===== src/swdf_pkg.sv =====
package swdf_pkg;

  localparam int HDR_BYTES = 10;
  localparam logic [3:0] HDR_LAST = 4'(HDR_BYTES - 1);

  localparam logic [1:0] KIND_HEADER  = 2'd0;
  localparam logic [1:0] KIND_PAYLOAD = 2'd1;
  localparam logic [1:0] KIND_RESYNC  = 2'd2;

  localparam logic REG_SYNC_WORD = 1'b0;
  localparam logic REG_MAX_SLIPS = 1'b1;

  localparam logic [7:0] MAX_SLIPS_RST = 8'd10;

  typedef struct packed {
    logic [1:0]  kind;
    logic [15:0] msg_type;
    logic [31:0] payload_length;
    logic [7:0]  payload_byte;
    logic        last;
  } res_t;

endpackage


===== src/swdf_front.sv =====
module swdf_front (
  input  logic                clk,
  input  logic                rst_n,
  input  logic                accept,
  input  logic [7:0]          rx_byte,
  input  logic [31:0]         sync_word,
  input  logic [7:0]          max_slips,
  output logic                res_valid,
  output swdf_pkg::res_t      res
);

  logic [7:0]  win_r   [swdf_pkg::HDR_BYTES];
  logic [7:0]  win_nxt [swdf_pkg::HDR_BYTES];
  logic [3:0]  fill_r, fill_nxt;
  logic        in_pay_r, in_pay_nxt;
  logic [31:0] rem_r, rem_nxt;
  logic [15:0] type_r, type_nxt;
  logic [31:0] len_r, len_nxt;
  logic [7:0]  slip_r, slip_nxt;
  logic [31:0] head;
  logic        win_full;

  assign head     = {win_r[0], win_r[1], win_r[2], win_r[3]};
  assign win_full = (fill_r == swdf_pkg::HDR_LAST);

  always_comb begin
    win_nxt    = win_r;
    fill_nxt   = fill_r;
    in_pay_nxt = in_pay_r;
    rem_nxt    = rem_r;
    type_nxt   = type_r;
    len_nxt    = len_r;
    slip_nxt   = slip_r;
    res_valid  = 1'b0;
    res        = '0;
    if (accept) begin
      if (in_pay_r) begin
        res_valid          = 1'b1;
        res.kind           = swdf_pkg::KIND_PAYLOAD;
        res.msg_type       = type_r;
        res.payload_length = len_r;
        res.payload_byte   = rx_byte;
        res.last           = (rem_r <= 32'd1);
        if (rem_r != 32'd0) begin
          rem_nxt = rem_r - 32'd1;
        end
        if (rem_r <= 32'd1) begin
          in_pay_nxt = 1'b0;
        end
      end else if (!win_full) begin
        for (int i = 0; i < swdf_pkg::HDR_BYTES; i++) begin
          if (fill_r == 4'(i)) begin
            win_nxt[i] = rx_byte;
          end
        end
        fill_nxt = fill_r + 4'd1;
      end else if (head != sync_word) begin
        if (slip_r < max_slips) begin
          // drop the oldest byte, keep the window one short of full
          slip_nxt = slip_r + 8'd1;
          for (int i = 0; i < swdf_pkg::HDR_BYTES - 2; i++) begin
            win_nxt[i] = win_r[i+1];
          end
          win_nxt[swdf_pkg::HDR_BYTES-2] = rx_byte;
          win_nxt[swdf_pkg::HDR_BYTES-1] = 8'd0;
          fill_nxt = swdf_pkg::HDR_LAST;
        end else begin
          slip_nxt  = 8'd0;
          fill_nxt  = 4'd0;
          res_valid = 1'b1;
          res.kind  = swdf_pkg::KIND_RESYNC;
        end
      end else begin
        slip_nxt           = 8'd0;
        fill_nxt           = 4'd0;
        type_nxt           = {win_r[4], win_r[5]};
        len_nxt            = {win_r[6], win_r[7], win_r[8], rx_byte};
        res_valid          = 1'b1;
        res.kind           = swdf_pkg::KIND_HEADER;
        res.msg_type       = {win_r[4], win_r[5]};
        res.payload_length = {win_r[6], win_r[7], win_r[8], rx_byte};
        if ({win_r[6], win_r[7], win_r[8], rx_byte} == 32'd0) begin
          res.last = 1'b1;
        end else begin
          in_pay_nxt = 1'b1;
          rem_nxt    = {win_r[6], win_r[7], win_r[8], rx_byte};
        end
      end
    end
  end

  always_ff @(posedge clk) begin
    win_r <= win_nxt;
    if (!rst_n) begin
      fill_r   <= 4'd0;
      in_pay_r <= 1'b0;
      rem_r    <= 32'd0;
      type_r   <= 16'd0;
      len_r    <= 32'd0;
      slip_r   <= 8'd0;
    end else begin
      fill_r   <= fill_nxt;
      in_pay_r <= in_pay_nxt;
      rem_r    <= rem_nxt;
      type_r   <= type_nxt;
      len_r    <= len_nxt;
      slip_r   <= slip_nxt;
    end
  end

`ifndef SYNTH
  a_fill_range: assert property (@(posedge clk) disable iff (!rst_n)
    fill_r <= swdf_pkg::HDR_LAST)
    else $error("header fill out of range");

  a_pay_rem: assert property (@(posedge clk) disable iff (!rst_n)
    in_pay_r |-> (rem_r != 32'd0))
    else $error("payload active with no bytes remaining");
`endif

endmodule


===== src/swdf_queue.sv =====
module swdf_queue #(
  parameter int DEPTH = 4
) (
  input  logic           clk,
  input  logic           rst_n,
  input  logic           push,
  input  swdf_pkg::res_t push_data,
  input  logic           pop,
  output swdf_pkg::res_t pop_data,
  output logic           empty,
  output logic           full
);

  localparam int PW = (DEPTH > 1) ? $clog2(DEPTH) : 1;
  localparam int CW = $clog2(DEPTH + 1);

  swdf_pkg::res_t mem_r [DEPTH];
  logic [PW-1:0]  wr_r, wr_nxt, rd_r, rd_nxt;
  logic [CW-1:0]  cnt_r, cnt_nxt;

  assign empty    = (cnt_r == CW'(0));
  assign full     = (cnt_r == CW'(DEPTH));
  assign pop_data = mem_r[rd_r];

  always_comb begin
    wr_nxt  = wr_r;
    rd_nxt  = rd_r;
    cnt_nxt = cnt_r;
    if (push) begin
      wr_nxt = (wr_r == PW'(DEPTH - 1)) ? PW'(0) : wr_r + PW'(1);
    end
    if (pop) begin
      rd_nxt = (rd_r == PW'(DEPTH - 1)) ? PW'(0) : rd_r + PW'(1);
    end
    if (push && !pop) begin
      cnt_nxt = cnt_r + CW'(1);
    end else if (pop && !push) begin
      cnt_nxt = cnt_r - CW'(1);
    end
  end

  always_ff @(posedge clk) begin
    if (push) begin
      mem_r[wr_r] <= push_data;
    end
    if (!rst_n) begin
      wr_r  <= '0;
      rd_r  <= '0;
      cnt_r <= '0;
    end else begin
      wr_r  <= wr_nxt;
      rd_r  <= rd_nxt;
      cnt_r <= cnt_nxt;
    end
  end

`ifndef SYNTH
  a_no_overflow: assert property (@(posedge clk) disable iff (!rst_n)
    push |-> !full)
    else $error("queue push while full");

  a_no_underflow: assert property (@(posedge clk) disable iff (!rst_n)
    pop |-> !empty)
    else $error("queue pop while empty");

  a_cnt_up: assert property (@(posedge clk) disable iff (!rst_n)
    (push && !pop) |=> (cnt_r == $past(cnt_r) + CW'(1)))
    else $error("queue count did not advance");
`endif

endmodule


===== src/swdf_back.sv =====
module swdf_back (
  input  logic           clk,
  input  logic           rst_n,
  input  logic           q_empty,
  input  swdf_pkg::res_t q_data,
  output logic           q_pop,
  input  logic           out_stall,
  output logic           out_valid,
  output swdf_pkg::res_t out_res
);

  logic           vld_r, vld_nxt;
  swdf_pkg::res_t res_r;

  assign q_pop     = !q_empty && (!vld_r || !out_stall);
  assign vld_nxt   = q_pop ? 1'b1 : (vld_r && out_stall);
  assign out_valid = vld_r;
  assign out_res   = res_r;

  always_ff @(posedge clk) begin
    if (q_pop) begin
      res_r <= q_data;
    end
    if (!rst_n) begin
      vld_r <= 1'b0;
    end else begin
      vld_r <= vld_nxt;
    end
  end

endmodule


===== src/sync_word_length_frame_deframer_unit.sv =====
// Path: an accepted byte's result goes into the result queue, then into the output register, then out_*.
// Throughput: one byte per cycle while in_stall is low; the front decodes a header or payload byte each time.
// A QUEUE_DEPTH-entry (four by default) result queue sits between the decoder and the output register.
// Reset (rst_n low, synchronous) empties the header window, queue and output stage,
// clears the slip count and payload state, sets sync_word to 0 and max_slips to 10.
module sync_word_length_frame_deframer_unit #(
  parameter int QUEUE_DEPTH = 4
) (
  input  logic        clk,
  input  logic        rst_n,
  input  logic        in_valid,
  output logic        in_stall,
  input  logic [7:0]  in_rx_byte,
  output logic        out_valid,
  input  logic        out_stall,
  output logic [1:0]  out_kind,
  output logic [15:0] out_msg_type,
  output logic [31:0] out_payload_length,
  output logic [7:0]  out_payload_byte,
  output logic        out_last,
  input  logic        psel,
  input  logic        penable,
  input  logic        pwrite,
  input  logic [2:0]  paddr,
  input  logic [31:0] pwdata,
  output logic [31:0] prdata,
  output logic        pready
);

  logic [31:0]    sync_r;
  logic [7:0]     slips_r;
  logic           cfg_wr;
  logic           accept;
  logic           res_valid;
  swdf_pkg::res_t res;
  logic           q_empty, q_full, q_pop;
  swdf_pkg::res_t q_data, out_res;

  assign pready = 1'b1;
  assign cfg_wr = psel && penable && pwrite;
  assign prdata = (paddr[2] == swdf_pkg::REG_MAX_SLIPS) ? {24'd0, slips_r} : sync_r;

  always_ff @(posedge clk) begin
    if (!rst_n) begin
      sync_r  <= 32'd0;
      slips_r <= swdf_pkg::MAX_SLIPS_RST;
    end else if (cfg_wr) begin
      if (paddr[2] == swdf_pkg::REG_SYNC_WORD) begin
        sync_r <= pwdata;
      end else begin
        slips_r <= pwdata[7:0];
      end
    end
  end

  assign in_stall = q_full;
  assign accept   = in_valid && !q_full;

  swdf_front u_front (
    .clk       (clk),
    .rst_n     (rst_n),
    .accept    (accept),
    .rx_byte   (in_rx_byte),
    .sync_word (sync_r),
    .max_slips (slips_r),
    .res_valid (res_valid),
    .res       (res)
  );

  swdf_queue #(
    .DEPTH (QUEUE_DEPTH)
  ) u_queue (
    .clk       (clk),
    .rst_n     (rst_n),
    .push      (res_valid),
    .push_data (res),
    .pop       (q_pop),
    .pop_data  (q_data),
    .empty     (q_empty),
    .full      (q_full)
  );

  swdf_back u_back (
    .clk       (clk),
    .rst_n     (rst_n),
    .q_empty   (q_empty),
    .q_data    (q_data),
    .q_pop     (q_pop),
    .out_stall (out_stall),
    .out_valid (out_valid),
    .out_res   (out_res)
  );

  assign out_kind           = out_res.kind;
  assign out_msg_type       = out_res.msg_type;
  assign out_payload_length = out_res.payload_length;
  assign out_payload_byte   = out_res.payload_byte;
  assign out_last           = out_res.last;

endmodule


===== config.mk =====
export PLATFORM = sky130hd
export DESIGN_NAME = sync_word_length_frame_deframer_unit
export DESIGN_NICKNAME = d
export VERILOG_FILES = /design/src/swdf_pkg.sv /design/src/swdf_front.sv /design/src/swdf_queue.sv /design/src/swdf_back.sv /design/src/sync_word_length_frame_deframer_unit.sv
export SDC_FILE = /design/constraint.sdc
export NUM_CORES = 1
export LEC_CHECK = 0
export ABC_AREA = 1
export BUFFER_PORTS_ARGS = -buffer_cell sky130_fd_sc_hd__buf_4
export CAP_MARGIN = 5
export CELL_PAD_IN_SITES_DETAIL_PLACEMENT = 1
export CELL_PAD_IN_SITES_GLOBAL_PLACEMENT = 1
export CORE_MARGIN = 4
export CORE_UTILIZATION = 25
export DETAILED_ROUTE_END_ITERATION = 10
export PLACE_DENSITY = 0.44
export REMOVE_ABC_BUFFERS = 1
export SYNTH_ARGS = -nofsm -noshare
export SYNTH_HDL_FRONTEND = slang
export SYNTH_SLANG_ARGS = --single-unit

===== constraint.sdc =====
create_clock -name clk -period 9.2 [get_ports clk]
set_input_delay 1.84 -clock clk [delete_from_list [all_inputs] [get_ports clk]]
set_output_delay 1.84 -clock clk [all_outputs]
set_load 0.02 [all_outputs]

-- Yosys cells after proc, flatten, opt, wreduce, memory -nomap -nowiden
Memories as Yosys holds them, arrays and structs flattened. A register that Yosys moved wholly into a read port is not among the register bits.
Cells that the tools add are included.
Widths: inputs -> output; s select.
- add/subtract/negate cells: 7
- $lt $le $gt $ge: 2
- eq/ne operators: 18
- mux-type cells: 51
- bitwise operators: 3
- reduce and logical (&&, ||, !) cells: 44
- operators by type and width (cell ; number):
    $mux 80 ; 3
    $mux 32 ; 6
    $mux 50 ; 2
    $mux 8 ; 12
    $mux 59 ; 1
    $reduce_and 5->1 ; 10
    $mux 48 ; 1
    $le 32x1->1 const B ; 1
    $logic_not 32->1 ; 1
    $ne 32x32->1 ; 1
    $reduce_bool 32->1 ; 1
    $sub 32x1->32 const B ; 1
    $reduce_bool 2->1 ; 11
    $mux 1 ; 17
    $eq 4x3->1 const B ; 4
    $mux 4 ; 3
    $add 8x1->8 const B ; 1
    $eq 4x2->1 const B ; 2
    $eq 4x4->1 const B ; 2
    $lt 8x8->1 ; 1
    $mux 2 ; 4
    $logic_and 1x1->1 ; 7
    $logic_not 1->1 ; 6
    $mux 3 ; 2
    16 further kinds ; 25
- bits in registers: 213
- memory bits (writable): 236
- output and inout bits: 94
- memories kept: 1
- memory list (name ; words ; bits a word ; rd ports ; clocked after memory_dff ; wr ports ; line ; RTL):
    u_queue.mem_r ; 4 ; 59 ; 1 ; 1 ; 1 ; swdf_queue.sv:17 ; swdf_pkg::res_t mem_r [DEPTH];

-- Depth between registers and ports, before layout
Gate-level depths: netlist of run 1.
- depth after elaboration: 10
- mapped depth: 19

-- Modules after synthesis
A second synthesis of run 1 with hierarchy kept.
- cell total of the unflattened synthesis: 2456
- area total of the unflattened synthesis: 22763.1 um^2
- modules (own cells, without submodules) (module ; instances ; cells an instance ; area an instance (um^2) ; sequential area each (um^2)):
    swdf_front ; 1 ; 1430 ; 9778.1 ; 4023.9
    swdf_queue ; 1 ; 629 ; 9177.6 ; 7267.0
    sync_word_length_frame_deframer_unit ; 1 ; 333 ; 1994.4 ; 800.8
    swdf_back ; 1 ; 64 ; 1813.0 ; 1791.7

-- Least setup slack after synthesis of run 1
No wires, ideal clock.
- kind: input port to flip-flop
- start point: in in_valid
- end point: mem u_queue.mem_r[0][0] (netlist name) (enable)
- arrival: 6766 ps
- data required time: 8634 ps
- slack: 1869 ps
- cell stages on the path: 5
- path buffers: 1
- cell sequence: nand2_2 -> nor2_1 -> inv_2 -> clkbuf_1 -> a21boi_0
- cells in the longest elaborated chain, start to end: 4
- ends and longest elaborated chain (what ; line ; RTL):
    start: declaration ; sync_word_length_frame_deframer_unit.sv:11 ; input logic in_valid,
    $logic_and 1x1->1 ; sync_word_length_frame_deframer_unit.sv:57 ; assign accept = in_valid && !q_full;
    $mux 1 ; swdf_front.sv:36 ; if (accept) begin
    $mux 1 ; swdf_queue.sv:43 ; if (push) begin
    $mux 1 (not written as such) ; swdf_queue.sv:44 ; mem_r[wr_r] <= push_data;
    end: declaration ; swdf_queue.sv:17 ;
Every way passes these cells.

-- Worst setup path in the final report of run 1
- start point: in paddr[2]
- end point: out prdata[3]
- cells in the longest elaborated chain, start to end: 1
- ends and longest elaborated chain (what ; line ; RTL):
    start: declaration ; sync_word_length_frame_deframer_unit.sv:24 ; input logic [2:0] paddr,
    $mux 32 ; sync_word_length_frame_deframer_unit.sv:41 ; assign prdata = (paddr[2] == swdf_pkg::REG_MAX_SLIPS) ? {24'd0, slips_r} : sync_r;
    end: declaration ; sync_word_length_frame_deframer_unit.sv:26 ; output logic [31:0] prdata,
Every way passes these cells.

==> results.toml, run 1 <==
[detailed_routing]
drt-initial-drc-count = 773
wire_per_inst_um = 18.9
firstDrtPassIters = 5
wl_um = 65800
drcViolationCount = 0
drtAntennaViolNets = 0
vias = 15500
avgViaCountPerCell = 4.45

[critical_path]
critPathMaxFanout = 42
end_kind = "output pin"
path_cells = "buf_4 -> o21ai_0 -> buf_4"
path_class = "in2out"
slowest_delay_ps = 410
crit_required_ps = 7360
ff2ff_path_depth = 12
crit_slowest_cell = "o21ai_0"
cp.arrival_ps = 2730
cp-start-kind = "primary input"
cp_common_cell = "buf_4"
critPathLaunch = "paddr[2]"
regToRegStartpoint = "u_front.head[7]"

[placed_design]
globalplace.congestion = 0.771
port_buffers = 140
dp_slack_ps = 4400
dp.final_hpwl_um = 43500
place_inst = 3369

[timing]
setup_viol = 0
rsz0062_at_grt = "false"
setup_slack_ps = 4630
timing.hold.ws_ps = 454
timing.slew.headroom_pct = 17.3
slew_violations = 0
fin_crit_sh_pct = 49.7
fmax_ghz = 0.219
min_period_ps = 4570
hold_violations = 0
fin_skew_ps = 17.2
tns_ps = 0
worst_pin_slew_ps = 1230

[final_layout]
fillers = 9673
drive_gt1_share_pct = 12.0
fin_cells = 3482
area_growth_pct = 19.2
nNetsFinal = 2353
final_cell_mix = "367 x edfxtp_1, 325 x nor2_1, 318 x o21ai_0"
layout_commonest_cell = "edfxtp_1"

[clock_network]
clock_path_buffers = 3
cts_tree = "done"
cts_resized = 0
clock_latency_ps = 620
hold_buffers = 0
cts_buffers = 59
root_buffer = "clkbuf_16"
path_clk_slew_ps = 50
cts.sinks = 508
post-cts-setup-buffers = 0
cts_htree_levels = 2

[floorplanning]
dieArea_um2 = 90800
row_count = 107
pin_count = 144
start_util_pct = 25.2
die_h_um = 301
core_area_um2 = 85300
die_w_um = 301

[logic_synthesis]
ys_ff_latch = 508
synth.avg_cell_area_um2 = 9.90
synth.distinct_cells = 39
synth_top_area_share_pct = 51.2
synth-edff-count = 367
ys.flop_type = "edfxtp_1"
postSynthCellCount = 2175
synth-async-reset-ratio_pct = 0
yosysWarnings = 0
synth_area_um2 = 21500
ys_seq_area_share_pct = 64.3
yosys-top-cells-area = "edfxtp_1 51%, dfxtp_1 13%, o21ai_0 7.4%, nor2_1 5.7%, nand2_1 5.1%"
yosysTopAreaCell = "edfxtp_1"

[global_route]
globalRouteOverflowTotal = 0
grt_pass1_wl_um = 100000
grt_max_degree = 97
antenna_found_initial = 2
grt.total_usage_pct = 14.4
grt_pass1_vias = 16200

[power_and_ir_drop]
leakagePower_nw = 9.72
peakVddDrop_uv = 151
p_per_area_nw_per_um2 = 260

[min_path]
hp-start = "u_front.type_r[0]"
hp-class = "reg2reg"
holdPathStages = 2

[outcome]
status = "finished, final reports clean"

[run]
cap_violations = 0
-- cell type report --
type / count / area [µm²] / area share, %
multi-input combinational: 1311 / 6320 / 24.6
antenna: 1 / 2.50 / 0.00975
clock buffer: 85 / 1640 / 6.41
clock inverter: 27 / 279 / 1.09
sequential: 508 / 13800 / 54.0
inverter: 247 / 930 / 3.62
tap: 1144 / 1430 / 5.58
timing repair buffer: 159 / 1190 / 4.65
-- metrics by stage --
stage / util [%] / area [µm²] / power [W]
after floorplan: - / 21000 / 0.00377
after global routing: 30.1 / 25700 / 0.00708
after detailed placement: 27.8 / 23700 / 0.00446
after CTS: 30.1 / 25700 / 0.00683
after global placement: 27.8 / 23700 / 0.00443
final: 30.1 / 25700 / 0.00668
-- synth_stat cells, types with 10 or more instances --
| cell type | count |
|---|---|
| a21oi_1 | 122 |
| buf_2 | 13 |
| clkbuf_1 | 81 |
| dfxtp_1 | 141 |
| edfxtp_1 | 367 |
| ha_1 | 16 |
| inv_1 | 240 |
| nand2_1 | 290 |
| nand3_1 | 52 |
| nand4_1 | 13 |
| nor2_1 | 325 |
| o21ai_0 | 318 |
| o22ai_1 | 108 |
| xnor2_1 | 10 |
| xor2_1 | 19 |
-- state kept, by name (all words and copies together) (netlist names), 16 cells and up --
register and flops:
u_queue.mem_r 236, u_back.out_res 59, u_front.win_r 40, sync_r 32, u_front.head 32, u_front.len_r 32
u_front.rem_r 32, u_front.type_r 16
-- power by group --
part	total, W	internal, W	switching (W)
Combinational	0.00149	0.000458	0.00103
Sequential	0.00286	0.00276	0.000106
Clock	0.00232	0.00136	0.000964
-- critical path: cells and delay by family --
kind / cells / cell delay (ps)
buffers and inverters: 2 / 470
AOI/OAI and AO/OA: 1 / 410
-- routing by layer --
layer  global-route usage [%]  share of wire (%)  vias to the layer above
li1                         -                  -                     7615
met1                     20.2                 49                     7650
met2                     23.8                 47                      171
met3                     1.99                2.9                       64
met4                     2.65                1.4                        0
met5                        0                  0                        -
-- logic make-up (layout without fill, tap and decap cells) --
family,count (synthesis),after routing,synth area share [%]
other,1,2,0.0174
adder cells (fa/ha/maj),17,17,1.02
buffers and inverters,356,518,6.55
AO/OA/AOI/OAI,558,558,13.7
flip-flops,508,508,64.3
XOR/XNOR,29,29,1.18
AND/OR/NAND/NOR,706,706,13.2
-- worst paths after layout --
path                          end  slack [ps]
min reg2reg     u_front.type_r[0]         450
min             u_front.type_r[0]         450
max                     prdata[3]        4630
max reg2reg  u_queue.mem_r[0][54]        5470
Note: power is estimated with default switching activity, not from simulation.
==> inputs of run 2 (changes only) <==
--- a/config.mk
+++ b/config.mk
@@ -5,7 +5,7 @@
 export SDC_FILE = /design/constraint.sdc
 export NUM_CORES = 1
 export LEC_CHECK = 0
-export ABC_AREA = 1
+export ABC_AREA = 0
 export BUFFER_PORTS_ARGS = -buffer_cell sky130_fd_sc_hd__buf_4
 export CAP_MARGIN = 5
 export CELL_PAD_IN_SITES_DETAIL_PLACEMENT = 1
@@ -13,7 +13,7 @@
 export CORE_MARGIN = 4
 export CORE_UTILIZATION = 25
 export DETAILED_ROUTE_END_ITERATION = 10
-export PLACE_DENSITY = 0.44
+export PLACE_DENSITY = 0.43
 export REMOVE_ABC_BUFFERS = 1
 export SYNTH_ARGS = -nofsm -noshare
 export SYNTH_HDL_FRONTEND = slang
==> constraint.sdc (replaced) <==
create_clock -name clk -period 4.25 [get_ports clk]
set_input_delay 0.85 -clock clk [delete_from_list [all_inputs] [get_ports clk]]
set_output_delay 0.85 -clock clk [all_outputs]
set_load 0.02 [all_outputs]
==> results.toml, run 2 <==
[clock_network]
clock_path_buffers = 3
cts.sinks = 508
path_clk_slew_ps = 60
cts_htree_levels = 2
cts_resized = 0
cts_buffers = 58
clock_latency_ps = 620
root_buffer = "clkbuf_16"
hold_buffers = 0
cts_tree = "done"
post-cts-setup-buffers = 0

[placed_design]
dp.final_hpwl_um = 37400
globalplace.congestion = 0.758
port_buffers = 140
dpl_cell_area_um2 = 23200

[critical_path]
cp-start-kind = "flop"
path_class = "reg2reg"
r2r-end = "u_queue.cnt_r[2]"
regToRegStartpoint = "u_front.head[5]"
crit_end = "u_queue.cnt_r[2]"
cp.arrival_ps = 4140
critPathLaunch = "u_front.head[5]"
slowest_delay_ps = 470
path_cells = "xnor2_1 -> nand4_1 -> nor4_1 -> nand2_1 -> and2_1 -> o21ai_1 -> ha_1 -> inv_1 -> fa_1 -> xor2_1 -> or3_1 -> a21oi_1"
crit_slowest_cell = "nor4_1"
critPathMaxFanout = 9
ff2ff_path_depth = 12
end_kind = "flop"
r2r_setup_slack_ps = 630
crit_required_ps = 4770

[timing]
fmax_ghz = 0.276
min_period_ps = 3620
rsz0062_at_grt = "false"
slew_violations = 0
timing.slew.headroom_pct = 36.8
hold_violations = 0
worst_pin_slew_ps = 948
setup_viol = 0
fin_crit_sh_pct = 85.1
timing.hold.ws_ps = 477
fin_skew_ps = 29.6

[detailed_routing]
drcViolationCount = 0
drtAntennaViolNets = 0
firstDrtPassIters = 4
drt-initial-drc-count = 682
avgViaCountPerCell = 4.59
vias = 13000
wl_um = 58900
wire_per_inst_um = 20.9

[final_layout]
nNetsFinal = 1772
largest_reg_flops = 236
drive_gt1_share_pct = 20.6
top_register = "u_queue.mem_r"
fin_area_um2 = 25200
final_util_pct = 30.6
area_growth_pct = 21.2
antennaDiodeCount = 0
layout_commonest_cell = "edfxtp_1"
final_cell_mix = "367 x edfxtp_1, 283 x nand2_1, 168 x buf_4"

[power_and_ir_drop]
total_power_w = 0.0153
p_comb_share_pct = 24.7
p_int_w = 0.0105
p_per_area_nw_per_um2 = 606
leakagePower_nw = 8.80
seqPwrFrac_pct = 41.3
pwr-share-clk_pct = 34.1
power_switching_share_pct = 30.9
peakVddDrop_uv = 332
switching_power_w = 0.00473

[floorplanning]
row_count = 105
core_area_um2 = 82200
pin_count = 144
dieArea_um2 = 87800
start_util_pct = 25.3
die_h_um = 296
die_w_um = 296

[global_route]
antenna_found_initial = 0
grt_pass1_vias = 14200
globalRouteOverflowTotal = 0
grt.total_usage_pct = 13.5
grt_pass1_wl_um = 90000
grt_max_degree = 97

[min_path]
hp-class = "reg2reg"

[logic_synthesis]
synth-edff-count = 367
synth.distinct_cells = 67
synth_area_um2 = 20800
ys.flop_type = "edfxtp_1"
ys_ff_latch = 508
synth-async-reset-ratio_pct = 0
synth_most_common_cell = "edfxtp_1"
ys_seq_area_share_pct = 66.6
synth_top_area_share_pct = 53.0
synth.avg_cell_area_um2 = 13.3
postSynthCellCount = 1558
yosysWarnings = 0
yosys-top-cells-area = "edfxtp_1 53%, dfxtp_1 14%, mux4_2 6.4%, nand2_1 5.1%, mux2i_1 2.6%"
yosys-top-cells-count = "367 x edfxtp_1, 283 x nand2_1, 141 x dfxtp_1"
yosysTopAreaCell = "edfxtp_1"

[run]
cap_violations = 0

[outcome]
status = "finished, final reports clean"
-- run 2: cell types whose count changed after synthesis, moves of 55 or more --
cell and delta:
o21ai_0 -292, mux2i_1 +55, mux4_2 +59, inv_1 -216, o22ai_1 -100, nor2_1 -219
-- run 2: stage by stage --
step / setup WS (ps) / std cells / TNS [ps]
3_3_place_gp: 575 / 2715 / 0
4_1_cts: 429 / 2823 / 0
3_5_place_dp: 497 / 2715 / 0
2_1_floorplan: -3990 / 1469 / -1164730
6_report: 633 / 2823 / 0
5_1_grt: 287 / 2823 / 0
-- run 2: critical path, delay by kind of cell, from the launching register on --
| kind | cells | cell delay, ps |
|---|---|---|
| buffers and inverters | 1 | 60 |
| and+or+nand+nor | 5 | 1650 |
| AOI/OAI and AO/OA | 2 | 400 |
| xor gates and xnor gates | 2 | 390 |
| DFF | 1 | 420 |
| adders and majority gates | 2 | 600 |
-- run 2: cell type report --
type / instances / area [µm²]
repair buffers: 176 / 1420
flip-flops and latches: 508 / 13800
clock inverters: 31 / 354
clock buffers: 77 / 1640
multi-input cells: 936 / 6490
well taps: 1070 / 1340
fillers: 8779 / 57100
inverters: 25 / 95.1
-- run 2: worst min path at each step --
stage,startpoint,slack [ps],depth (start not counted),end
final,slips_r[5],480,2,slips_r[5]
after global routing,pwdata[10],450,3,sync_r[10]
after CTS,pwdata[1],420,3,slips_r[1]
after detailed placement,u_front.rem_r[19],470,2,u_front.rem_r[19]
after global placement,u_front.rem_r[19],450,2,u_front.rem_r[19]
after floorplan,u_front.rem_r[19],440,2,u_front.rem_r[19]
-- run 2: cells by family (layout without fill, tap and decap cells) --
kind of cell / count (synthesis) / count (layout) / synth area share [%]
buffers and inverters: 114 / 309 / 2.29
AND/OR/NAND/NOR: 532 / 532 / 11.5
AO/OA/AOI/OAI: 222 / 222 / 7.31
multiplexers: 122 / 122 / 9.47
flip-flops: 508 / 508 / 66.6
XOR/XNOR: 42 / 42 / 1.77
other: 1 / 1 / 0.0180
adder cells (fa/ha/maj): 17 / 17 / 1.06
-- run 2: power by group through the flow --
stage | Sequential (W) | Combinational (W) | Clock (W)
after CTS | 0.00633 | 0.00388 | 0.00541
after global routing | 0.00638 | 0.00418 | 0.00560
after floorplan | 0.00681 | 0.00193 | 0
final | 0.00630 | 0.00377 | 0.00520
after global placement | 0.00642 | 0.00383 | 0
after detailed placement | 0.00643 | 0.00387 | 0
-- run 2: routing by layer --
metal	part of all wire, %	global-route usage [%]
met5	0	0
met4	1.8	2.99
met3	3.9	2.52
met2	49	23.1
met1	45	17.7
